<file path="src/rtl/epsm_pkg.sv">
`timescale 1ns / 1ps
`default_nettype none
// ----------------------------------------------------------------------------
// epsm_pkg
// shared widths, register indexes, state type and result word of the
// edge period speed meter
// ----------------------------------------------------------------------------
package epsm_pkg;

   // tick counter width, 8 to 32
   localparam int COUNT_WIDTH = 16;

   localparam int DIST_W   = 16;                    // distance_scale width
   localparam int TICK_W   = 8;                     // tick_period_ms width
   localparam int DIV_W    = COUNT_WIDTH + TICK_W;  // count * tick_period_ms
   localparam int SUB_W    = DIV_W + 1;             // shared subtractor width
   localparam int STEP_W   = $clog2(DIST_W);        // divider step counter
   localparam int SPEED_W  = 16;
   localparam int SCALED_W = DIST_W + 4;            // quotient * 10
   localparam int SHOWN_W  = 10;                    // displayed value, up to 999
   localparam int DIGIT_W  = 4;

   localparam int CSR_INDEX_W = 8;
   localparam int CSR_DATA_W  = 16;

   localparam logic [CSR_INDEX_W-1:0] CSR_DISTANCE_SCALE = CSR_INDEX_W'(0);
   localparam logic [CSR_INDEX_W-1:0] CSR_TICK_PERIOD    = CSR_INDEX_W'(1);

   localparam logic [DIST_W-1:0] DISTANCE_RESET = DIST_W'(8000);
   localparam logic [TICK_W-1:0] TICK_RESET     = TICK_W'(8);

   localparam logic [SHOWN_W-1:0] SHOWN_MAX = SHOWN_W'(999);
   localparam logic [SPEED_W-1:0] SPEED_MAX = {SPEED_W{1'b1}};
   localparam logic [SUB_W-1:0]   HUNDRED   = SUB_W'(100);
   localparam logic [SUB_W-1:0]   TEN       = SUB_W'(10);

   typedef enum logic [2:0] {
      CALC_IDLE,
      CALC_MUL,
      CALC_DIV,
      CALC_SCALE,
      CALC_HUND,
      CALC_TENS,
      CALC_DONE
   } calc_state_type;

   typedef struct packed {
      logic [15:0]        period_ticks;
      logic [SPEED_W-1:0] speed_value;
      logic [DIGIT_W-1:0] digit_hundreds;
      logic [DIGIT_W-1:0] digit_tens;
      logic [DIGIT_W-1:0] digit_units;
      logic               display_overflow;
      logic               zero_period;
   } epsm_result_type;

   // handshake between the front end and the calculation sequencer
   typedef struct packed {
      logic start;   // latch count and begin
      logic take;    // finished word moved to the output register
   } calc_ctrl_type;

   typedef struct packed {
      logic idle;
      logic done;
   } calc_stat_type;

endpackage
`default_nettype wire

</file>
<file path="src/rtl/epsm_speed_calc.sv">
`timescale 1ns / 1ps
`default_nettype none
// ----------------------------------------------------------------------------
// epsm_speed_calc
// sequencer around one shared subtractor: restoring divide, scale by ten,
// then hundreds and tens by repeated subtraction
// ----------------------------------------------------------------------------
module epsm_speed_calc
   import epsm_pkg::*;
(
   input  wire logic                   clock,
   input  wire logic                   reset,
   input  wire calc_ctrl_type          ctrl,
   input  wire logic [COUNT_WIDTH-1:0] count,
   input  wire logic [DIST_W-1:0]      distance_scale,
   input  wire logic [TICK_W-1:0]      tick_period_ms,
   output      calc_stat_type          stat,
   output      epsm_result_type        result
);

   calc_state_type state_ff, state_in;

   logic [COUNT_WIDTH-1:0] count_ff, count_in;
   logic [DIV_W-1:0]       div_ff, div_in;
   logic [SUB_W-1:0]       rem_ff, rem_in;
   logic [DIST_W-1:0]      quo_ff, quo_in;
   logic [STEP_W-1:0]      step_ff, step_in;
   logic [SPEED_W-1:0]     speed_ff, speed_in;
   logic [DIGIT_W-1:0]     hund_ff, hund_in;
   logic [DIGIT_W-1:0]     tens_ff, tens_in;
   logic                   over_ff, over_in;
   logic                   zero_ff, zero_in;

   logic [SUB_W-1:0]    sub_a, sub_b;
   logic [SUB_W:0]      diff;
   logic                borrow;
   logic [SCALED_W-1:0] scaled;
   logic [SPEED_W-1:0]  speed_sat;
   logic [31:0]         count_ext;

   always_ff @(posedge clock) begin
      if (reset) begin
         state_ff <= CALC_IDLE;
      end else begin
         state_ff <= state_in;
      end
   end

   always_ff @(posedge clock) begin
      count_ff <= count_in;
      div_ff   <= div_in;
      rem_ff   <= rem_in;
      quo_ff   <= quo_in;
      step_ff  <= step_in;
      speed_ff <= speed_in;
      hund_ff  <= hund_in;
      tens_ff  <= tens_in;
      over_ff  <= over_in;
      zero_ff  <= zero_in;
   end

   // quotient times ten as two shifts, then 16 bit saturation
   assign scaled    = SCALED_W'({quo_ff, 3'b000}) + SCALED_W'({quo_ff, 1'b0});
   assign speed_sat = (scaled > SCALED_W'(SPEED_MAX)) ? SPEED_MAX : scaled[SPEED_W-1:0];

   // shared subtractor, msb is the borrow
   assign diff   = {1'b0, sub_a} - {1'b0, sub_b};
   assign borrow = diff[SUB_W];

   always_comb begin
      state_in = state_ff;
      count_in = count_ff;
      div_in   = div_ff;
      rem_in   = rem_ff;
      quo_in   = quo_ff;
      step_in  = step_ff;
      speed_in = speed_ff;
      hund_in  = hund_ff;
      tens_in  = tens_ff;
      over_in  = over_ff;
      zero_in  = zero_ff;
      sub_a    = '0;
      sub_b    = '0;

      unique case (state_ff)
         CALC_IDLE: begin
            if (ctrl.start) begin
               count_in = count;
               state_in = CALC_MUL;
            end
         end
         CALC_MUL: begin
            div_in  = DIV_W'(count_ff) * DIV_W'(tick_period_ms);
            rem_in  = '0;
            step_in = '0;
            hund_in = '0;
            tens_in = '0;
            if (count_ff == '0 || tick_period_ms == '0) begin
               // no divisor: speed forced to zero
               quo_in   = '0;
               zero_in  = 1'b1;
               state_in = CALC_SCALE;
            end else begin
               quo_in   = distance_scale;
               zero_in  = 1'b0;
               state_in = CALC_DIV;
            end
         end
         CALC_DIV: begin
            sub_a   = {rem_ff[SUB_W-2:0], quo_ff[DIST_W-1]};
            sub_b   = {1'b0, div_ff};
            rem_in  = borrow ? sub_a : diff[SUB_W-1:0];
            quo_in  = {quo_ff[DIST_W-2:0], ~borrow};
            step_in = step_ff + 1'b1;
            if (step_ff == STEP_W'(DIST_W - 1)) begin
               state_in = CALC_SCALE;
            end
         end
         CALC_SCALE: begin
            speed_in = speed_sat;
            if (speed_sat > SPEED_W'(SHOWN_MAX)) begin
               over_in = 1'b1;
               rem_in  = SUB_W'(SHOWN_MAX);
            end else begin
               over_in = 1'b0;
               rem_in  = SUB_W'(speed_sat);
            end
            state_in = CALC_HUND;
         end
         CALC_HUND: begin
            sub_a = rem_ff;
            sub_b = HUNDRED;
            if (borrow) begin
               state_in = CALC_TENS;
            end else begin
               rem_in  = diff[SUB_W-1:0];
               hund_in = hund_ff + 1'b1;
            end
         end
         CALC_TENS: begin
            sub_a = rem_ff;
            sub_b = TEN;
            if (borrow) begin
               state_in = CALC_DONE;
            end else begin
               rem_in  = diff[SUB_W-1:0];
               tens_in = tens_ff + 1'b1;
            end
         end
         CALC_DONE: begin
            if (ctrl.take) begin
               state_in = CALC_IDLE;
            end
         end
         default: begin
            state_in = CALC_IDLE;
         end
      endcase
   end

   assign count_ext = 32'(count_ff);

   assign stat.idle = (state_ff == CALC_IDLE);
   assign stat.done = (state_ff == CALC_DONE);

   assign result.period_ticks     = (count_ext > 32'h0000_FFFF) ? 16'hFFFF : count_ext[15:0];
   assign result.speed_value      = speed_ff;
   assign result.digit_hundreds   = hund_ff;
   assign result.digit_tens       = tens_ff;
   assign result.digit_units      = rem_ff[DIGIT_W-1:0];
   assign result.display_overflow = over_ff;
   assign result.zero_period      = zero_ff;

endmodule
`default_nettype wire

</file>
<file path="src/rtl/edge_period_speed_meter_unit.sv">
`timescale 1ns / 1ps
`default_nettype none
// ----------------------------------------------------------------------------
// edge_period_speed_meter_unit
// period-measuring tachometer: counts ticks between rising edges of a sensor
// pin and turns each period into a speed and three display digits
// ----------------------------------------------------------------------------
// Each req word is one tick with the sampled pin level. Ticks that are not a
// rising edge are taken while the sequencer is idle and give no rsp word. A
// rising edge gives one rsp word with the ticks counted since the last edge
// and the speed (distance_scale / (count * tick_period_ms)) * 10, truncated
// and saturated to 16 bits, plus hundreds/tens/units digits of min(speed,
// 999). An edge word keeps req_ready low while the sequencer works: a multiply
// step, 16 steps of the restoring divider on the shared subtractor (skipped
// when count or tick_period_ms is zero), a scale step, then one subtract per
// hundreds and tens digit (up to 9 each, plus the final borrowing subtract of
// each digit) on the same subtractor, and a done state that hands the word
// over. A finished rsp word sits in an output register, so ticks are taken
// while it waits; a following edge holds in its final state until the output
// register frees. Registers (csr_index 0 distance_scale, 1 tick_period_ms)
// are written at any time csr_valid is high; other indexes are ignored.
// ----------------------------------------------------------------------------
module edge_period_speed_meter_unit
   import epsm_pkg::*;
(
   input  wire logic                   clock,
   input  wire logic                   reset,

   input  wire logic                   req_valid,
   output      logic                   req_ready,
   input  wire logic                   req_pin_level,

   output      logic                   rsp_valid,
   input  wire logic                   rsp_ready,
   output      logic [15:0]            rsp_period_ticks,
   output      logic [SPEED_W-1:0]     rsp_speed_value,
   output      logic [DIGIT_W-1:0]     rsp_digit_hundreds,
   output      logic [DIGIT_W-1:0]     rsp_digit_tens,
   output      logic [DIGIT_W-1:0]     rsp_digit_units,
   output      logic                   rsp_display_overflow,
   output      logic                   rsp_zero_period,

   input  wire logic                   csr_valid,
   output      logic                   csr_ready,
   input  wire logic [CSR_INDEX_W-1:0] csr_index,
   input  wire logic [CSR_DATA_W-1:0]  csr_wdata
);

   localparam logic [COUNT_WIDTH-1:0] COUNT_TOP = {COUNT_WIDTH{1'b1}};

   // configuration
   logic [DIST_W-1:0] distance_ff, distance_in;
   logic [TICK_W-1:0] tick_ms_ff, tick_ms_in;

   // edge detect and tick counter
   logic                   prev_level_ff, prev_level_in;
   logic [COUNT_WIDTH-1:0] tick_count_ff, tick_count_in;

   // output register
   logic            rsp_valid_ff, rsp_valid_in;
   epsm_result_type rsp_word_ff, rsp_word_in;

   logic            req_take;
   logic            rise;
   calc_ctrl_type   calc_ctrl;
   calc_stat_type   calc_stat;
   epsm_result_type calc_result;

   assign csr_ready = 1'b1;
   assign req_ready = calc_stat.idle;
   assign req_take  = req_valid & req_ready;
   assign rise      = req_pin_level & ~prev_level_ff;

   // finished word moves on when the output register is free or draining
   assign calc_ctrl.start = req_take & rise;
   assign calc_ctrl.take  = calc_stat.done & (~rsp_valid_ff | rsp_ready);

   // register writes
   always_comb begin
      distance_in = distance_ff;
      tick_ms_in  = tick_ms_ff;
      if (csr_valid & csr_ready) begin
         unique case (csr_index)
            CSR_DISTANCE_SCALE: distance_in = csr_wdata[DIST_W-1:0];
            CSR_TICK_PERIOD:    tick_ms_in  = csr_wdata[TICK_W-1:0];
            default: ;
         endcase
      end
   end

   // level history and saturating tick counter
   always_comb begin
      prev_level_in = prev_level_ff;
      tick_count_in = tick_count_ff;
      if (req_take) begin
         if (rise) begin
            prev_level_in = 1'b1;
            tick_count_in = '0;
         end else begin
            prev_level_in = req_pin_level;
            if (tick_count_ff != COUNT_TOP) begin
               tick_count_in = tick_count_ff + 1'b1;
            end
         end
      end
   end

   // output register
   always_comb begin
      rsp_valid_in = rsp_valid_ff;
      rsp_word_in  = rsp_word_ff;
      if (calc_ctrl.take) begin
         rsp_valid_in = 1'b1;
         rsp_word_in  = calc_result;
      end else if (rsp_ready) begin
         rsp_valid_in = 1'b0;
      end
   end

   always_ff @(posedge clock) begin
      if (reset) begin
         distance_ff   <= DISTANCE_RESET;
         tick_ms_ff    <= TICK_RESET;
         prev_level_ff <= 1'b0;
         tick_count_ff <= '0;
         rsp_valid_ff  <= 1'b0;
      end else begin
         distance_ff   <= distance_in;
         tick_ms_ff    <= tick_ms_in;
         prev_level_ff <= prev_level_in;
         tick_count_ff <= tick_count_in;
         rsp_valid_ff  <= rsp_valid_in;
      end
   end

   always_ff @(posedge clock) begin
      rsp_word_ff <= rsp_word_in;
   end

   epsm_speed_calc u_calc (
      .clock          (clock),
      .reset          (reset),
      .ctrl           (calc_ctrl),
      .count          (tick_count_ff),
      .distance_scale (distance_ff),
      .tick_period_ms (tick_ms_ff),
      .stat           (calc_stat),
      .result         (calc_result)
   );

   assign rsp_valid            = rsp_valid_ff;
   assign rsp_period_ticks     = rsp_word_ff.period_ticks;
   assign rsp_speed_value      = rsp_word_ff.speed_value;
   assign rsp_digit_hundreds   = rsp_word_ff.digit_hundreds;
   assign rsp_digit_tens       = rsp_word_ff.digit_tens;
   assign rsp_digit_units      = rsp_word_ff.digit_units;
   assign rsp_display_overflow = rsp_word_ff.display_overflow;
   assign rsp_zero_period      = rsp_word_ff.zero_period;

   // sequencer never takes a tick while a word is finished inside it
   a_done_not_ready: assert property (@(posedge clock) disable iff (reset)
      calc_stat.done |-> !req_ready)
      else $error("req_ready high while a result is pending in the sequencer");

   // an accepted rising edge clears the counter and arms the level history
   a_edge_clears: assert property (@(posedge clock) disable iff (reset)
      (req_take && rise) |=> (tick_count_ff == '0 && prev_level_ff))
      else $error("edge tick did not clear the counter");

   // digits are decimal
   a_digits_decimal: assert property (@(posedge clock) disable iff (reset)
      rsp_valid |-> (rsp_digit_hundreds <= DIGIT_W'(9) && rsp_digit_tens <= DIGIT_W'(9)
                     && rsp_digit_units <= DIGIT_W'(9)))
      else $error("display digit above nine");

   // zero period forces speed and digits to zero
   a_zero_period: assert property (@(posedge clock) disable iff (reset)
      (rsp_valid && rsp_zero_period) |-> (rsp_speed_value == '0 && !rsp_display_overflow
                                          && rsp_digit_hundreds == '0))
      else $error("zero period word with nonzero speed");

   // overflow shows all nines
   a_overflow_nines: assert property (@(posedge clock) disable iff (reset)
      (rsp_valid && rsp_display_overflow) |-> (rsp_digit_hundreds == DIGIT_W'(9)
         && rsp_digit_tens == DIGIT_W'(9) && rsp_digit_units == DIGIT_W'(9)))
      else $error("overflow word does not show 999");

endmodule
`default_nettype wire
</file>
<file path="config.mk">
export PLATFORM = sky130hd
export DESIGN_NAME = edge_period_speed_meter_unit
export DESIGN_NICKNAME = d
export VERILOG_FILES = /design/src/rtl/epsm_pkg.sv /design/src/rtl/epsm_speed_calc.sv /design/src/rtl/edge_period_speed_meter_unit.sv
export SDC_FILE = /design/constraint.sdc
export NUM_CORES = 1
export LEC_CHECK = 0
export BUFFER_PORTS_ARGS = -buffer_cell sky130_fd_sc_hd__buf_2
export CORE_MARGIN = 3
export CORE_UTILIZATION = 25
export DETAILED_ROUTE_END_ITERATION = 10
export MAX_ROUTING_LAYER = met4
export PLACE_DENSITY_LB_ADDON = 0.15
export SYNTH_ARGS = -nofsm -noshare
export SYNTH_HDL_FRONTEND = slang
export SYNTH_SLANG_ARGS = --single-unit
</file>
<file path="constraint.sdc">
create_clock -name clock -period 7.98 [get_ports clock]
set_clock_uncertainty 0.1 [all_clocks]
set_input_delay 0 -clock clock [delete_from_list [all_inputs] [get_ports clock]]
set_output_delay 0 -clock clock [all_outputs]
set_load 0.02 [all_outputs]
</file>
==> flow_metrics.py <==
metrics = {
    "critical_path": {
        "crit_slowest_cell": "dfxtp_1",
        "arrival_ns": 5.74,
        "timing.rr.start": "tick_ms_ff[7]",
        "reg2reg_slack_ns": 2.41,
        "crit_required_ns": 8.15,
        "cp_common_cell": "fa_1",
        "ff2ff_path_depth": 18,
        "rr_endpoint": "u_calc.div_ff[23]",
        "start_kind": "flop",
        "max_stage_delay_ns": 0.71,
        "worstPathMaxFanout": 18,
        "setup.worst_path.end": "u_calc.div_ff[23]",
        "crit_start": "tick_ms_ff[7]",
        "critical_path.endpoint_type": "flop",
        "critical_path_class": "reg -> reg",
        "path_cells": "nand2_1 -> fa_1 -> fa_1 -> inv_1 -> fa_1 -> inv_1 -> fa_1 -> inv_1 -> ha_1 -> o21a_1 -> o31a_1 -> o41ai_2 -> o21ai_1 -> o21a_1 -> a2111oi_0 -> o21bai_1 -> a21oi_1 -> xnor2_1",
    },
    "drt": {
        "drtIter0Drc": 505,
        "antenna_left": 0,
        "route.detailed.drc": 0,
        "wirelength_um": 35600,
        "drt_pre_antenna_iters": 5,
        "wl_per_cell_um": 16.6,
        "vias_per_cell": 4.53,
        "vias": 9697,
    },
    "floorplan": {
        "io_pins": 79,
        "die_area_um2": 57700,
        "num_rows": 85,
        "fp.coreArea_um2": 54000,
        "fp.dieH_um": 240,
        "die_x_um": 240,
        "initial_core_util_pct": 25.4,
    },
    "power": {
        "cellInternalPower_w": 0.00223,
        "power_switching_w": 0.000974,
        "powerDensity_nw_per_um2": 199,
        "pwr-share-clk_pct": 35.3,
        "pwr-share-seq_pct": 40.2,
        "ir_drop_uv": 116,
        "combPwrFrac_pct": 24.4,
        "switching_share_pct": 30.4,
        "leakage_nw": 6.37,
        "p_total_w": 0.00320,
    },
    "grt": {
        "grt_pass1_vias": 9927,
        "antenna_found_initial": 0,
        "globalRouteMet1Util_pct": 18.3,
        "use_met3_pct": 1.65,
        "grt_max_degree": 44,
        "grt_pass1_wl_um": 56900,
        "grt_use_total_pct": 12.9,
        "grt-busiest-layer": "met2",
        "grt_overflow": 0,
        "use_met2_pct": 19.6,
    },
    "yosys": {
        "synth-seq-area-share_pct": 40.9,
        "ys_types": 71,
        "synthTopCellsByArea": "edfxtp_1 (34%), fa_1 (13%), ha_1 (7.8%), dfxtp_1 (6.6%), nand2_1 (4.3%)",
        "synth_flop_cell": "edfxtp_1",
        "ys_warn_count": 0,
        "synth-compound-area-share_pct": 12.4,
        "netlist_instances": 1326,
        "synth_mux_area_share_pct": 1.55,
        "synthAdderAreaFrac_pct": 20.4,
        "synth_area_um2": 13700,
        "synthXorXnorAreaFrac_pct": 3.70,
        "syn_nets": 1528,
        "yosysTopAreaCell": "edfxtp_1",
        "synth_edf_count": 157,
        "avgSynthCellArea_um2": 10.3,
        "synth_top_area_share_pct": 34.4,
        "synth-seq-cells": 202,
        "synth_commonest_cells": "edfxtp_1 (157), nand2_1 (157), inv_1 (132)",
        "synth_top_family_by_area": "adder cells",
        "synth-async-reset-ratio_pct": 0,
        "synth-simple-area-share_pct": 15.7,
    },
    "timing": {
        "setup_violations": 0,
        "max_freq_ghz": 0.179,
        "worst_slew_pin_slew_ns": 1.18,
        "grt_setup_unrepaired": "false",
        "min_period_ns": 5.57,
        "slew_headroom_pct": 21.6,
        "fin_tns_setup_ns": 0,
        "timing.final.crit_share_pct": 69.8,
        "drv_slew": 0,
        "hold_violations": 0,
    },
    "clock_network": {
        "cts_buffers": 25,
        "cts_setup_buffers": 0,
        "cts_tree": "done",
        "clock-sinks": 202,
        "htreeDepth": 1,
        "ctsResizeCount": 0,
        "clk_path_buf_depth": 3,
        "clk_latency_ns": 0.52,
        "cts_hold_buf": 40,
        "cts_root_buf": "clkbuf_16",
        "cts.clk_slew.worst_paths_ns": 0.06,
    },
    "finish": {
        "instances_no_fill": 2140,
        "nFillCells": 5656,
        "multi_input_area_um2": 7410,
        "drive_above_1_share_pct": 10.2,
        "regArea_um2": 5620,
        "final_cell_area_um2": 16100,
        "fin_nets": 1627,
        "area_growth_pct": 17.1,
    },
    "place": {
        "dpl.cell_count": 2054,
        "port-buffer-count": 77,
        "placed_area_um2": 14800,
        "dp_hpwl_um": 25900,
        "routabilityCongestion": 0.804,
    },
    "min_path": {
        "hold_class": "in -> reg",
    },
    "outcome": {
        "status": "finished clean",
    },
    "job": {
        "maxCapViolCount": 0,
    },
}
## power by group through the flow
stage,clock (W),combinational [W],sequential (W)
2_1_floorplan,0,0.000607,0.00127
3_3_place_gp,0,0.000779,0.00131
3_5_place_dp,0,0.000774,0.00131
4_1_cts,0.00118,0.000788,0.00129
5_1_grt,0.00122,0.000877,0.00130
6_report,0.00113,0.000783,0.00129
## how the worst min path moves through the flow
stage / startpoint / endpoint / slack [ns] / cells past startpoint
finish: csr_index[5] / distance_ff[4] / 0.08 / 6
global route: csr_index[5] / distance_ff[6] / 0.12 / 6
CTS: csr_index[6] / distance_ff[2] / 0.04 / 6
detailed placement: csr_wdata[8] / distance_ff[8] / 0.11 / 2
global placement: csr_wdata[8] / distance_ff[8] / 0.11 / 2
floorplan: csr_wdata[10] / distance_ff[10] / 0.02 / 1
## metal layers
metal / up-vias / share of wire, %
met1: 4750 / 52
met5: - / 0
met2: 131 / 44
met4: 0 / 1.8
li1: 4771 / -
met3: 45 / 2.9
## worst max-delay path, delay by kind of cell, from the launching register on
kind            cells  cell delay, ns
xor+xnor            1            0.08
buf+inv             3            0.14
fa+ha+maj           5            2.44
simple gates        1            0.16
flops               1            0.71
compound gates      8            1.66
## layout make-up
class / count / share of cell area (%)
inverter: 132 / 3.09
tap: 696 / 5.42
clock buffer: 30 / 4.07
antenna: 1 / 0.0156
clock inverter: 15 / 1.00
sequential: 202 / 35.0
multi-input combinational: 939 / 46.2
timing repair buffer: 125 / 5.27
## cell families after synthesis
kind of cell | after synthesis
XOR/XNOR | 58
buffers and inverters | 185
flip-flops | 202
multiplexers | 21
adder cells (fa/ha/maj) | 172
AND/OR/NAND/NOR | 443
AO/OA/AOI/OAI | 244
other | 1
## cell usage in the layout, fill, tap and decap left out, types with 9 or more instances in the layout
cell and count:
a21o_1 14, a21oi_1 59, a22o_1 39, and2_1 82, and3_1 10, buf_2 77
clkbuf_16 25, dfxtp_1 45, dlygate4sd3_1 40, edfxtp_1 157, fa_1 86, ha_1 86
inv_1 132, mux2i_1 19, nand2_1 157, nand2b_1 23, nand3_1 22, nor2_1 83
nor2b_1 17, nor4_1 9, o21a_1 12, o21ai_0 51, xnor2_1 39, xor2_1 19
## per-stage QoR
stage                     hold WS, ns  setup WS [ns]  utilization [%]
after CTS                      0.0406           2.37             29.7
after global routing            0.116           1.85             29.7
final                          0.0760           2.41             29.7
after detailed placement        0.111           2.37             27.5
after floorplan                0.0179           2.81                -
after global placement          0.109           2.36             27.5
## state kept, by name, summed over array words and instances, names as in the netlist, 4 cells and up
signal,cells
u_calc.count_ff,16
rsp_speed_value,16
u_calc.hund_ff,4
u_calc.rem_ff,25
rsp_digit_hundreds,4
u_calc.step_ff,4
tick_count_ff,16
u_calc.tens_ff,4
u_calc.speed_ff,16
tick_ms_ff,8
u_calc.div_ff,24
distance_ff,16
rsp_period_ticks,16
rsp_digit_tens,4
rsp_digit_units,4
u_calc.quo_ff,16
Power figures use the tool's default switching activity.
